**src/rtl/dvru_pkg.sv**
```systemverilog
package dvru_pkg;

  localparam int OP_W      = 2;
  localparam int SLOT_W    = 4;
  localparam int ID_W      = 8;
  localparam int IN_DIST_W = 16;
  localparam int CNT_W     = 9;
  localparam int CFG_W     = 4;

  localparam logic [CNT_W-1:0] CNT_TOP = '1;

  localparam logic [OP_W-1:0] OP_LOAD_ROUTE = 2'd0;
  localparam logic [OP_W-1:0] OP_LOAD_NBR   = 2'd1;
  localparam logic [OP_W-1:0] OP_VECTOR     = 2'd2;

  localparam logic CFG_ROUTER_COUNT   = 1'b0;
  localparam logic CFG_NEIGHBOR_COUNT = 1'b1;

  typedef struct packed {
    logic capture;
    logic load_route;
    logic load_nbr;
    logic nscan;
    logic rscan;
    logic emit;
  } dvru_cmd_t;

  typedef struct packed {
    logic nbr_empty;
    logic nbr_hit;
    logic nbr_miss;
    logic sender_valid;
    logic route_done;
    logic last;
  } dvru_sts_t;

endpackage

```
**src/rtl/dvru_ram.sv**
```systemverilog
module dvru_ram #(
  parameter int WIDTH = 8,
  parameter int DEPTH = 16,
  localparam int AW = (DEPTH > 1) ? $clog2(DEPTH) : 1
) (
  input  logic             clk_i,
  input  logic             we_i,
  input  logic [AW-1:0]    waddr_i,
  input  logic [WIDTH-1:0] wdata_i,
  input  logic [AW-1:0]    raddr_i,
  output logic [WIDTH-1:0] rdata_o
);

  logic [WIDTH-1:0] mem_q [DEPTH];
  logic [WIDTH-1:0] rdata_q;

  always_ff @(posedge clk_i) begin
    if (we_i) begin
      mem_q[waddr_i] <= wdata_i;
    end
    rdata_q <= mem_q[raddr_i];
  end

  assign rdata_o = rdata_q;

endmodule

```
**src/rtl/dvru_ctrl.sv**
```systemverilog
module dvru_ctrl (
  input  logic                         clk_i,
  input  logic                         rst_ni,
  input  logic                         in_valid_i,
  input  logic [dvru_pkg::OP_W-1:0]    op_i,
  input  logic                         first_entry_i,
  input  logic                         out_ready_i,
  input  dvru_pkg::dvru_sts_t          sts_i,
  output logic                         in_ready_o,
  output logic                         out_valid_o,
  output dvru_pkg::dvru_cmd_t          cmd_o
);
  import dvru_pkg::*;

  localparam logic [1:0] ST_IDLE  = 2'd0;
  localparam logic [1:0] ST_NSCAN = 2'd1;
  localparam logic [1:0] ST_RSCAN = 2'd2;
  localparam logic [1:0] ST_FIN   = 2'd3;

  logic [1:0] state_q, state_d;
  logic       out_valid_q, out_valid_d;
  logic       accept;

  always_comb begin
    state_d = state_q;
    cmd_o   = '0;
    accept  = in_valid_i && (state_q == ST_IDLE);
    case (state_q)
      ST_IDLE: begin
        if (accept) begin
          case (op_i)
            OP_LOAD_ROUTE: cmd_o.load_route = 1'b1;
            OP_LOAD_NBR:   cmd_o.load_nbr = 1'b1;
            OP_VECTOR: begin
              cmd_o.capture = 1'b1;
              if (first_entry_i) begin
                state_d = sts_i.nbr_empty ? ST_FIN : ST_NSCAN;
              end else begin
                state_d = sts_i.sender_valid ? ST_RSCAN : ST_FIN;
              end
            end
            default: ;
          endcase
        end
      end
      ST_NSCAN: begin
        cmd_o.nscan = 1'b1;
        if (sts_i.nbr_hit) begin
          state_d = ST_RSCAN;
        end else if (sts_i.nbr_miss) begin
          state_d = ST_FIN;
        end
      end
      ST_RSCAN: begin
        cmd_o.rscan = 1'b1;
        if (sts_i.route_done) begin
          state_d = ST_FIN;
        end
      end
      ST_FIN: begin
        // A last entry waits here until the output register is free.
        if (!sts_i.last) begin
          state_d = ST_IDLE;
        end else if (!out_valid_q || out_ready_i) begin
          cmd_o.emit = 1'b1;
          state_d    = ST_IDLE;
        end
      end
      default: state_d = ST_IDLE;
    endcase

    out_valid_d = out_valid_q;
    if (out_valid_q && out_ready_i) begin
      out_valid_d = 1'b0;
    end
    if (cmd_o.emit) begin
      out_valid_d = 1'b1;
    end
  end

  always_ff @(posedge clk_i or negedge rst_ni) begin
    if (!rst_ni) begin
      state_q     <= ST_IDLE;
      out_valid_q <= 1'b0;
    end else begin
      state_q     <= state_d;
      out_valid_q <= out_valid_d;
    end
  end

  assign in_ready_o  = (state_q == ST_IDLE);
  assign out_valid_o = out_valid_q;

endmodule

```
**src/rtl/dvru_dp.sv**
```systemverilog
module dvru_dp #(
  parameter int MAX_ROUTES    = 16,
  parameter int MAX_NEIGHBORS = 8,
  parameter int DIST_BITS     = 16
) (
  input  logic                            clk_i,
  input  logic                            rst_ni,
  input  logic                            cfg_we_i,
  input  logic                            cfg_idx_i,
  input  logic [dvru_pkg::CFG_W-1:0]      cfg_wdata_i,
  input  logic [dvru_pkg::SLOT_W-1:0]     slot_i,
  input  logic [dvru_pkg::ID_W-1:0]       router_id_i,
  input  logic [dvru_pkg::ID_W-1:0]       hop_id_i,
  input  logic [dvru_pkg::IN_DIST_W-1:0]  distance_i,
  input  logic                            first_entry_i,
  input  logic                            last_entry_i,
  input  dvru_pkg::dvru_cmd_t             cmd_i,
  output dvru_pkg::dvru_sts_t             sts_o,
  output logic [dvru_pkg::CNT_W-1:0]      change_count_o,
  output logic                            unknown_neighbor_o
);
  import dvru_pkg::*;

  localparam int RAW = $clog2(MAX_ROUTES);
  localparam int NAW = (MAX_NEIGHBORS > 1) ? $clog2(MAX_NEIGHBORS) : 1;
  localparam int NCW = $clog2(MAX_NEIGHBORS + 1);
  localparam int RW  = 2 * ID_W + DIST_BITS;
  localparam int NW  = ID_W + DIST_BITS;
  localparam logic [DIST_BITS-1:0] DIST_TOP = '1;

  // Configuration registers.
  logic [CFG_W-1:0] router_count_q, neighbor_count_q;
  logic [NCW-1:0]   nbr_n;
  logic [RAW-1:0]   route_top;

  // Captured vector entry.
  logic [ID_W-1:0]      rid_q, rid_d, hid_q, hid_d;
  logic [DIST_BITS-1:0] dist_q, dist_d;
  logic                 last_q, last_d;

  // Sender and counting state.
  logic [DIST_BITS-1:0] weight_q, weight_d;
  logic                 sender_valid_q, sender_valid_d;
  logic [CNT_W-1:0]     changes_q, changes_d;

  // Scan pointers: one read issued per cycle, checked the cycle after.
  logic [NCW-1:0] nb_iss_q, nb_iss_d;
  logic           nb_chk_q, nb_chk_d, nb_chk_last_q, nb_chk_last_d;
  logic [RAW:0]   rt_iss_q, rt_iss_d;
  logic           rt_chk_q, rt_chk_d, rt_chk_last_q, rt_chk_last_d;
  logic [RAW-1:0] rt_chk_addr_q, rt_chk_addr_d;

  logic [CNT_W-1:0] out_count_q, out_count_d;
  logic             out_unknown_q, out_unknown_d;

  logic [DIST_BITS-1:0] dist_c;
  logic [DIST_BITS:0]   sum_w;
  logic [DIST_BITS-1:0] sum;
  logic [NW-1:0]        nb_rdata, nb_wdata;
  logic                 nb_we;
  logic [RW-1:0]        rt_rdata, rt_wdata;
  logic                 rt_we, rt_wr;
  logic [RAW-1:0]       rt_waddr;
  logic [ID_W-1:0]      rt_dest;
  logic [DIST_BITS-1:0] rt_dist;
  logic                 nb_hit, nb_miss, route_done;

  if (DIST_BITS >= IN_DIST_W) begin : g_dist_wide
    assign dist_c = DIST_BITS'(distance_i);
  end else begin : g_dist_narrow
    assign dist_c = (distance_i > IN_DIST_W'(DIST_TOP)) ? DIST_TOP
                                                        : distance_i[DIST_BITS-1:0];
  end

  always_comb begin
    if (int'(neighbor_count_q) > MAX_NEIGHBORS) begin
      nbr_n = NCW'(MAX_NEIGHBORS);
    end else begin
      nbr_n = NCW'(neighbor_count_q);
    end
    if (int'(router_count_q) > MAX_ROUTES - 1) begin
      route_top = RAW'(MAX_ROUTES - 1);
    end else begin
      route_top = RAW'(router_count_q);
    end
  end

  assign sum_w = {1'b0, weight_q} + {1'b0, dist_q};
  assign sum   = sum_w[DIST_BITS] ? DIST_TOP : sum_w[DIST_BITS-1:0];

  // Neighbor table: {id, weight}.
  assign nb_we    = cmd_i.load_nbr && (int'(slot_i) < MAX_NEIGHBORS);
  assign nb_wdata = {router_id_i, dist_c};

  dvru_ram #(
    .WIDTH (NW),
    .DEPTH (MAX_NEIGHBORS)
  ) u_nbr_ram (
    .clk_i   (clk_i),
    .we_i    (nb_we),
    .waddr_i (NAW'(slot_i)),
    .wdata_i (nb_wdata),
    .raddr_i (nb_iss_q[NAW-1:0]),
    .rdata_o (nb_rdata)
  );

  assign nb_hit  = cmd_i.nscan && nb_chk_q && (nb_rdata[NW-1 -: ID_W] == rid_q);
  assign nb_miss = cmd_i.nscan && nb_chk_q && !nb_hit && nb_chk_last_q;

  // Routing table: {dest, next hop, distance}.
  assign rt_dest    = rt_rdata[RW-1 -: ID_W];
  assign rt_dist    = rt_rdata[DIST_BITS-1:0];
  assign rt_wr      = cmd_i.rscan && rt_chk_q && (rt_dest == rid_q) && (rt_dist > sum);
  assign route_done = cmd_i.rscan && rt_chk_q && rt_chk_last_q;

  always_comb begin
    if (cmd_i.load_route) begin
      rt_we    = (int'(slot_i) < MAX_ROUTES);
      rt_waddr = RAW'(slot_i);
      rt_wdata = {router_id_i, hop_id_i, dist_c};
    end else begin
      rt_we    = rt_wr;
      rt_waddr = rt_chk_addr_q;
      rt_wdata = {rt_dest, hid_q, sum};
    end
  end

  dvru_ram #(
    .WIDTH (RW),
    .DEPTH (MAX_ROUTES)
  ) u_route_ram (
    .clk_i   (clk_i),
    .we_i    (rt_we),
    .waddr_i (rt_waddr),
    .wdata_i (rt_wdata),
    .raddr_i (rt_iss_q[RAW-1:0]),
    .rdata_o (rt_rdata)
  );

  always_comb begin
    rid_d          = rid_q;
    hid_d          = hid_q;
    dist_d         = dist_q;
    last_d         = last_q;
    weight_d       = weight_q;
    sender_valid_d = sender_valid_q;
    changes_d      = changes_q;
    nb_iss_d       = nb_iss_q;
    nb_chk_d       = nb_chk_q;
    nb_chk_last_d  = nb_chk_last_q;
    rt_iss_d       = rt_iss_q;
    rt_chk_d       = rt_chk_q;
    rt_chk_last_d  = rt_chk_last_q;
    rt_chk_addr_d  = rt_chk_addr_q;
    out_count_d    = out_count_q;
    out_unknown_d  = out_unknown_q;

    if (cmd_i.capture) begin
      rid_d    = router_id_i;
      hid_d    = hop_id_i;
      dist_d   = dist_c;
      last_d   = last_entry_i;
      nb_iss_d = '0;
      nb_chk_d = 1'b0;
      rt_iss_d = '0;
      rt_chk_d = 1'b0;
      if (first_entry_i) begin
        weight_d       = '0;
        sender_valid_d = 1'b0;
        changes_d      = '0;
      end
    end

    if (cmd_i.nscan) begin
      if (nb_iss_q < nbr_n) begin
        nb_iss_d      = nb_iss_q + NCW'(1);
        nb_chk_d      = 1'b1;
        nb_chk_last_d = ((nb_iss_q + NCW'(1)) == nbr_n);
      end else begin
        nb_chk_d = 1'b0;
      end
    end
    if (nb_hit) begin
      sender_valid_d = 1'b1;
      weight_d       = nb_rdata[DIST_BITS-1:0];
    end

    if (cmd_i.rscan) begin
      if (rt_iss_q <= {1'b0, route_top}) begin
        rt_iss_d      = rt_iss_q + (RAW+1)'(1);
        rt_chk_d      = 1'b1;
        rt_chk_addr_d = rt_iss_q[RAW-1:0];
        rt_chk_last_d = (rt_iss_q == {1'b0, route_top});
      end else begin
        rt_chk_d = 1'b0;
      end
    end
    if (rt_wr && (changes_q != CNT_TOP)) begin
      changes_d = changes_q + CNT_W'(1);
    end

    if (cmd_i.emit) begin
      out_count_d    = changes_q;
      out_unknown_d  = !sender_valid_q;
      changes_d      = '0;
      sender_valid_d = 1'b0;
    end
  end

  always_ff @(posedge clk_i or negedge rst_ni) begin
    if (!rst_ni) begin
      router_count_q   <= '0;
      neighbor_count_q <= '0;
      weight_q         <= '0;
      sender_valid_q   <= 1'b0;
      changes_q        <= '0;
      nb_chk_q         <= 1'b0;
      rt_chk_q         <= 1'b0;
    end else begin
      if (cfg_we_i && (cfg_idx_i == CFG_ROUTER_COUNT)) begin
        router_count_q <= cfg_wdata_i;
      end
      if (cfg_we_i && (cfg_idx_i == CFG_NEIGHBOR_COUNT)) begin
        neighbor_count_q <= cfg_wdata_i;
      end
      weight_q       <= weight_d;
      sender_valid_q <= sender_valid_d;
      changes_q      <= changes_d;
      nb_chk_q       <= nb_chk_d;
      rt_chk_q       <= rt_chk_d;
    end
  end

  always_ff @(posedge clk_i) begin
    rid_q         <= rid_d;
    hid_q         <= hid_d;
    dist_q        <= dist_d;
    last_q        <= last_d;
    nb_iss_q      <= nb_iss_d;
    nb_chk_last_q <= nb_chk_last_d;
    rt_iss_q      <= rt_iss_d;
    rt_chk_last_q <= rt_chk_last_d;
    rt_chk_addr_q <= rt_chk_addr_d;
    out_count_q   <= out_count_d;
    out_unknown_q <= out_unknown_d;
  end

  always_comb begin
    sts_o              = '0;
    sts_o.nbr_empty    = (nbr_n == '0);
    sts_o.nbr_hit      = nb_hit;
    sts_o.nbr_miss     = nb_miss;
    sts_o.sender_valid = sender_valid_q;
    sts_o.route_done   = route_done;
    sts_o.last         = last_q;
  end

  assign change_count_o     = out_count_q;
  assign unknown_neighbor_o = out_unknown_q;

endmodule

```
**src/rtl/distance_vector_route_update_top.sv**
```systemverilog
// Channel   Direction  Handshake                 Payload
// in        input      in_valid_i / in_ready_o   op, slot, router_id, hop_id, distance,
//                                                first_entry, last_entry
// out       output     out_valid_o / out_ready_i change_count, unknown_neighbor
// cfg       input      cfg_we_i (no wait)        cfg_idx_i, cfg_wdata_i
//
// Load beats write their table entry and leave the block idle. A vector beat from a known sender
// runs a route table scan that reads one entry per cycle from a RAM with separate read and
// write ports and writes back improved entries behind the read. A first entry adds a
// neighbor table lookup, which stops at the first match.
// Reset is asynchronous and clears control state; table contents are undefined until loaded.
// A finished result sits in an output register, so the next beat is taken while it waits;
// only a later last entry stalls until that register has been drained.
module distance_vector_route_update_top #(
  parameter int MAX_ROUTES    = 16,
  parameter int MAX_NEIGHBORS = 8,
  parameter int DIST_BITS     = 16
) (
  input  logic                            clk_i,
  input  logic                            rst_ni,
  input  logic                            cfg_we_i,
  input  logic                            cfg_idx_i,
  input  logic [dvru_pkg::CFG_W-1:0]      cfg_wdata_i,
  input  logic                            in_valid_i,
  output logic                            in_ready_o,
  input  logic [dvru_pkg::OP_W-1:0]       op_i,
  input  logic [dvru_pkg::SLOT_W-1:0]     slot_i,
  input  logic [dvru_pkg::ID_W-1:0]       router_id_i,
  input  logic [dvru_pkg::ID_W-1:0]       hop_id_i,
  input  logic [dvru_pkg::IN_DIST_W-1:0]  distance_i,
  input  logic                            first_entry_i,
  input  logic                            last_entry_i,
  output logic                            out_valid_o,
  input  logic                            out_ready_i,
  output logic [dvru_pkg::CNT_W-1:0]      change_count_o,
  output logic                            unknown_neighbor_o
);
  import dvru_pkg::*;

  dvru_cmd_t cmd;
  dvru_sts_t sts;

  dvru_ctrl u_ctrl (
    .clk_i         (clk_i),
    .rst_ni        (rst_ni),
    .in_valid_i    (in_valid_i),
    .op_i          (op_i),
    .first_entry_i (first_entry_i),
    .out_ready_i   (out_ready_i),
    .sts_i         (sts),
    .in_ready_o    (in_ready_o),
    .out_valid_o   (out_valid_o),
    .cmd_o         (cmd)
  );

  dvru_dp #(
    .MAX_ROUTES    (MAX_ROUTES),
    .MAX_NEIGHBORS (MAX_NEIGHBORS),
    .DIST_BITS     (DIST_BITS)
  ) u_dp (
    .clk_i              (clk_i),
    .rst_ni             (rst_ni),
    .cfg_we_i           (cfg_we_i),
    .cfg_idx_i          (cfg_idx_i),
    .cfg_wdata_i        (cfg_wdata_i),
    .slot_i             (slot_i),
    .router_id_i        (router_id_i),
    .hop_id_i           (hop_id_i),
    .distance_i         (distance_i),
    .first_entry_i      (first_entry_i),
    .last_entry_i       (last_entry_i),
    .cmd_i              (cmd),
    .sts_o              (sts),
    .change_count_o     (change_count_o),
    .unknown_neighbor_o (unknown_neighbor_o)
  );

endmodule

```
**config.mk**
```make
export PLATFORM = sky130hd
export DESIGN_NAME = distance_vector_route_update_top
export DESIGN_NICKNAME = d
export VERILOG_FILES = /design/src/rtl/dvru_pkg.sv /design/src/rtl/dvru_ram.sv /design/src/rtl/dvru_ctrl.sv /design/src/rtl/dvru_dp.sv /design/src/rtl/distance_vector_route_update_top.sv
export SDC_FILE = /design/constraint.sdc
export NUM_CORES = 1
export LEC_CHECK = 0
export ABC_AREA = 1
export CORE_MARGIN = 1
export CORE_UTILIZATION = 63
export DETAILED_ROUTE_END_ITERATION = 8
export DONT_BUFFER_PORTS = 1
export GPL_TIMING_DRIVEN = 1
export HOLD_SLACK_MARGIN = 0.15
export PLACE_DENSITY_LB_ADDON = 0.12
export SYNTH_ARGS = -nofsm -noshare
export SYNTH_HDL_FRONTEND = slang
export SYNTH_SLANG_ARGS = --single-unit
```
**constraint.sdc**
```tcl
create_clock -name clk_i -period 6.2 [get_ports clk_i]
set_clock_uncertainty 0.1 [all_clocks]
set_input_delay 1.24 -clock clk_i [delete_from_list [all_inputs] [get_ports clk_i]]
set_output_delay 1.24 -clock clk_i [all_outputs]
set_load 0.02 [all_outputs]
```
* After elaboration in Yosys (flattened, before gate mapping) *
Memory sizes are Yosys's and may differ from the RTL's. A register that Yosys moved wholly into a read port is not among the register bits.
Cells that the tools add are included.

word-level totals
  register bits after elaboration = 97
  memory bits (writable) = 704
  input port bits = 50
  output and inout bits = 12
  word-level logic and storage cells = 137
  memories kept = 2

memories
  memory                  words  width  read ports  clocked after memory_dff  write ports  line            RTL
  u_dp.u_route_ram.mem_q  16     32     1           1                         1            dvru_ram.sv:14  logic [WIDTH-1:0] mem_q [DEPTH];
  u_dp.u_nbr_ram.mem_q    8      24     1           1                         1            dvru_ram.sv:14

cells by class
  $add $sub $neg = 4
  order comparisons = 5
  eq/ne operators = 15
  mux-type cells = 54
  bitwise logic cells = 1
  reduce and logical (&&, ||, !) cells = 36

operators by type and width
  operator               number
  $mux W16               4
  $mux W9                4
  $mux W32               1
  $mux W1                25
  $mux W4                5
  $mux W2                9
  $add A16 B16 Y17       1
  $eq A8 B8 Y1           2
  $gt A16 B16 Y1         1
  $mux W5                3
  $logic_and A1 B1 Y1    14
  $reduce_bool A3 Y1     4
  $reduce_and A2 Y1      5
  $reduce_bool A2 Y1     5
  $add A9 B1 Y9 const B  1
  $ne A9 B9 Y1 const B   1
  $pmux W2 S4            1
  $eq A2 B2 Y1 const B   3
  $mux W3                2
  $ne A2 B1 Y1 const B   3
  $add A5 B1 Y5 const B  1
  $eq A5 B4 Y1           1
  $le A5 B4 Y1           1
  $reduce_and A5 Y1      1
  13 further kinds       17

* Longest topological paths before layout *
  word-level depth = 10
  gate-level depth with buffers = 23
  depth with buffers taken out = 23

* Cells and area by module *
Synthesis repeated with hierarchy kept, for this count alone.

second synthesis, totals
  cells, all modules = 3774
  area, all modules = 37781.2 µm²

by module, submodules not included
  module                        times used  cells each  area an instance (µm²)  sequential area each (µm²)
  dvru_ram at u_dp.u_route_ram  1           2120        22744.3                 16015.4
  dvru_ram at u_dp.u_nbr_ram    1           872         8906.0                  6246.0
  dvru_dp                       1           726         5785.5                  2552.4
  dvru_ctrl                     1           56          345.3                   75.1

* Least setup slack after synthesis *
OpenSTA, ideal clock, no wires.

  path type = register to register
  start = reg u_dp.weight_q[0]
  end = mem u_dp.u_route_ram.mem_q[0][0] (netlist bit), enable pin
  library setup time = 405 ps
  arrival = 3788 ps
  data required time = 5695 ps
  path slack = 1907 ps
  stages on the path, launching flop included = 20
  path buffers = 0
  period minus slack after synthesis = 4293 ps
  path through = dfrtp_1 > ha_1 > fa_1 > nand2_1 > o21ai_2 > nand2_1 > nand2_2 > nand2_1 > nand3_2 > or2_1 > ha_1 > nand2_1 > nor2_1 > nand2_1 > nor2_1 > nor3_2 > nand2_1 > nand2_2 > nand3_2 > nor2_1

between the ends
  cells in the longest elaborated chain, start to end = 7

RTL lines
  what                           line            RTL
  from (decl)                    dvru_dp.sv:42   logic [DIST_BITS-1:0] weight_q, weight_d;
  from (signal assigned)         dvru_dp.sv:226  weight_q <= weight_d;
  $add A16 B16 Y17               dvru_dp.sv:88   assign sum_w = {1'b0, weight_q} + {1'b0, dist_q};
  $mux W16                       dvru_dp.sv:89   assign sum = sum_w[DIST_BITS] ? DIST_TOP : sum_w[DIST_BITS-1:0];
  $gt A16 B16 Y1                 dvru_dp.sv:113  assign rt_wr = cmd_i.rscan && rt_chk_q && (rt_dest == rid_q) && (rt_dist > sum);
  $logic_and A1 B1 Y1            dvru_dp.sv:113
  $mux W1                        dvru_dp.sv:117  if (cmd_i.load_route) begin
  $mux W1                        dvru_ram.sv:18  if (we_i) begin
  $mux W1 (not written as such)  dvru_ram.sv:19  mem_q[waddr_i] <= wdata_i;
  to (decl)                      dvru_ram.sv:14

Every way passes these cells.

* Worst setup path after layout *
  start = reg u_dp.weight_q[0]
  end = mem u_dp.u_route_ram.mem_q[15][29] (netlist bit), enable pin

Same word-level chain as after synthesis.

==> results.yml <==
run_status:
  run_status: "finished clean"
global_route:
  first_global_vias: 17800
  global_route.usage.met1_pct: 38.5
  grt_util_met2_pct: 46.9
  grt_use_total_pct: 28.1
  grt_max_degree: 166
  grt.busiest_layer: "met2"
  grt_overflow: 0
  grt_first_pass_wirelength_um: 99900
  grt_antenna_before_repair: 0
  grt.met3_usage_pct: 4.63
clock_tree:
  cts_htree_levels: 3
  cts_tree: "done"
  cts_setup_buffers: 0
  clkSinkCount: 713
  reg_clk_slew_reported_paths_ps: 60
  clock_tree.root_cell: "sky130_fd_sc_hd__clkbuf_16"
  clock_latency_ps: 600
  cts_buffers: 71
  cts.repair.resized: 0
  cts_hold_buffers: 0
  number_of_buffers_on_the_longest_clock_path: 3
finish:
  final_layout_size_suffix_gt1_share_pct: 8.56
  insertedDiodeCount: 0
  filler_cell_count: 3110
  area_delta_synth_final_pct: 10.4
  layout.cells.most_common: "sky130_fd_sc_hd__edfxtp_1"
  final_core_util_pct: 70.6
  final_net_count: 2461
  commonest_non_fill_non_tap_cells_in_the_layout: "sky130_fd_sc_hd__edfxtp_1 (617), sky130_fd_sc_hd__nor2_1 (435), sky130_fd_sc_hd__nand2_1 (259), sky130_fd_sc_hd__o21ai_0 (244), sky130_fd_sc_hd__inv_1 (113)"
sta:
  min_period_ps: 4840
  worst_slew_slack_as_a_fraction_of_its_limit_pct: 17.4
  final-max-slew-violation-count: 0
  unrepaired_setup_endpoints_after_global_routing: "false"
  final_min_period_over_clock_period_pct: 78.1
  hold_viol: 0
  max_clock_freq_ghz: 0.206
  fin_worst_hold_slack_ps: 232
  setup-tns-final_ps: 0
  final.setup.worst_slack_ps: 1360
  worst-slew-pin-transition_ps: 1230
  report.final.setup_viol: 0
synth:
  synth.top_cell.area_share_pct: 63.8
  synth_top_area_cell: "sky130_fd_sc_hd__edfxtp_1"
  count_of_warnings_emitted_by_yosys: 0
  post_synth_main_area_contributors: "sky130_fd_sc_hd__edfxtp_1 (64%), sky130_fd_sc_hd__nor2_1 (5.9%), sky130_fd_sc_hd__o21ai_0 (4.2%), sky130_fd_sc_hd__dfxtp_1 (3.9%), sky130_fd_sc_hd__dfrtp_1 (3.4%)"
  synthesis.instances: 2366
  async_reset_ff_share_pct: 5.47
  mapped_avg_cell_area_um2: 12.3
  ys_seq_area_share_pct: 71.0
  synth_edf_count: 617
  synth.net_count: 2465
  synth-seq-cells: 713
  synth_cell_types: 53
  yosys_most_used_dff: "sky130_fd_sc_hd__edfxtp_1"
  syn-cell-area_mm2: 0.0291
power_and_ir_drop:
  power_per_cell_area_mw_per_mm2: 468
  power.static_leakage_nw: 11.4
  max-vdd-ir-drop_v: 0.000451
worst_setup_path:
  worst_ep_arrival_time_ps: 4950
  timing_worst_setup_path_type: "flop to flop"
  reg2regPathDepth: 19
  startpoint_type: "flop"
  worst_ep_required_time_ps: 6310
  cp-end-kind: "flop"
  timing.critical_path.fanout_max: 24
die:
  number_of_rows_in_the_core_area: 78
  ios: 62
  die_width_um: 217
  chipHeight_um: 217
  effective_utilization_at_floorplan_pct: 63.9
  core_mm2: 0.0455
  die_area_mm2: 0.0470
placed_design:
  gp_routability_congestion: 0.865
  dp_hpwl_um: 37200
  pre_cts_slack_ps: 1340
  io_buffer_count: 0
detailed_routing:
  detail-route-antenna-nets: 0
  totalWireLength_um: 64600
  drt-wirelength-per-cell_um: 21.4
  firstDrtPassIters: 5
  drt-vias-per-instance: 6.03
  drt_drc_violations_left: 0
  route.vias.total: 18200
  dr.first_iter.drc_count: 1810
run:
  timing.max_cap.violations: 0
min_path:
  min-delay-path-class: "primary input to asynchronous set/reset pin"
path summary, 6_finish.rpt:
path	start	endpoint	slack (ps)
setup / recovery	u_dp.weight_q[0]	u_dp.u_route_ram.mem_q[15][29]	1360
hold / removal	rst_ni	u_dp.weight_q[5]	230
setup reg to reg	u_dp.weight_q[0]	u_dp.u_route_ram.mem_q[15][29]	1360
hold reg to reg	u_dp.u_nbr_ram.rdata_o[11]	u_dp.weight_q[11]	350
max in group asynchronous	rst_ni	u_dp.weight_q[14]	5660
min in group clk_i	u_dp.u_nbr_ram.rdata_o[11]	u_dp.weight_q[11]	350
layout make-up:
| cell class | instances | area (um^2) | share of cell area (%) |
|---|---|---|---|
| well taps | 600 | 751 | 2.34 |
| clock inverters | 34 | 358 | 1.11 |
| inverters | 120 | 453 | 1.41 |
| clock buffers | 96 | 2030 | 6.34 |
| repair buffers | 38 | 310 | 0.967 |
| multi-input cells | 1418 | 7540 | 23.5 |
| flip-flops and latches | 713 | 20700 | 64.4 |
flip-flops by register name, indices dropped and copies added (netlist names):
register and count:
u_dp.u_route_ram.mem_q 384, u_dp.u_nbr_ram.mem_q 192, u_dp.u_nbr_ram.rdata_o 24, u_dp.u_route_ram.rdata_o 24, u_dp.dist_q 16, u_dp.weight_q 16, u_dp.change_count_o 9, u_dp.changes_q 9
u_dp.rid_q 8, u_dp.rt_iss_q 5, u_dp.nb_iss_q 4, u_dp.neighbor_count_q 4, u_dp.route_top 4, u_dp.rt_chk_addr_q 4, u_ctrl.state_q 2, u_ctrl.out_valid_o 1
u_dp.last_q 1, u_dp.nb_chk_last_q 1, u_dp.nb_chk_q 1, u_dp.rt_chk_last_q 1, u_dp.rt_chk_q 1, u_dp.sender_valid_q 1, u_dp.unknown_neighbor_o 1
report_power, final:
group / internal, mW / total, mW / leakage [nW] / switching [mW]
sequential: 6.23 / 6.52 / 6.52 / 0.288
combinational: 1.24 / 4.17 / 3.76 / 2.93
clock: 2.57 / 4.34 / 1.17 / 1.78
synthesized netlist by cell type, types with 3 or more instances:
library cell	count
sky130_fd_sc_hd__ha_1	48
sky130_fd_sc_hd__clkbuf_1	71
sky130_fd_sc_hd__o21ai_1	9
sky130_fd_sc_hd__nand3_1	100
sky130_fd_sc_hd__nand3_2	3
sky130_fd_sc_hd__xor2_1	15
sky130_fd_sc_hd__a31oi_1	27
sky130_fd_sc_hd__o221ai_1	31
sky130_fd_sc_hd__nand2_2	4
sky130_fd_sc_hd__buf_6	5
sky130_fd_sc_hd__buf_4	8
sky130_fd_sc_hd__inv_1	113
sky130_fd_sc_hd__buf_2	29
sky130_fd_sc_hd__o211ai_1	18
sky130_fd_sc_hd__xnor2_1	12
sky130_fd_sc_hd__or2_2	4
sky130_fd_sc_hd__dfrtp_1	39
sky130_fd_sc_hd__nor3_1	3
sky130_fd_sc_hd__edfxtp_1	617
sky130_fd_sc_hd__nand2_1	259
sky130_fd_sc_hd__o21ai_0	245
sky130_fd_sc_hd__o22ai_1	36
sky130_fd_sc_hd__dfxtp_1	57
sky130_fd_sc_hd__a21oi_1	26
sky130_fd_sc_hd__nand4_1	4
sky130_fd_sc_hd__nor2_1	458
sky130_fd_sc_hd__o32ai_1	48
sky130_fd_sc_hd__nand3b_1	4
sky130_fd_sc_hd__mux2i_1	39
sky130_fd_sc_hd__inv_2	4
worst max-delay path, cell delays in order (launching register included):
cell and delay (ps):
sky130_fd_sc_hd__dfrtp_1 390, sky130_fd_sc_hd__ha_1 250, sky130_fd_sc_hd__fa_1 430, sky130_fd_sc_hd__nand2_1 110
sky130_fd_sc_hd__o21ai_2 70, sky130_fd_sc_hd__nand2_1 80, sky130_fd_sc_hd__nand2_2 90, sky130_fd_sc_hd__a21oi_4 290
sky130_fd_sc_hd__nand3_1 170, sky130_fd_sc_hd__inv_1 90, sky130_fd_sc_hd__ha_1 230, sky130_fd_sc_hd__nand2_1 90
sky130_fd_sc_hd__nor2_1 60, sky130_fd_sc_hd__nand2_1 110, sky130_fd_sc_hd__nor2_1 70, sky130_fd_sc_hd__nor3_2 360
sky130_fd_sc_hd__nand2_1 210, sky130_fd_sc_hd__nand2_2 150, sky130_fd_sc_hd__nand2_1 200, sky130_fd_sc_hd__nor2_4 860
per-stage QoR:
step	instances	cell area, um^2	power [mW]
floorplan	2366	29100	9.51
global placement	2889	29700	10.6
detailed placement	2889	29700	10.7
CTS	3019	32100	15.0
global route	3019	32100	15.8
finish	3019	32100	15.0
per-layer routing:
metal	vias to the layer above	wire length, um
li1	8487	-
met1	8979	27300
met2	626	31700
met3	109	4300
met4	0	1360
met5	-	0
cells by family after synthesis:
logic type | Yosys count | synth area share (%)
simple gates | 850 | 11.8
flops | 713 | 71.0
compound gates | 452 | 9.41
buf+inv | 235 | 3.40
fa+ha+maj | 49 | 2.14
mux | 40 | 1.39
xor+xnor | 27 | 0.814
No activity file was read; power rests on OpenSTA's default activity.
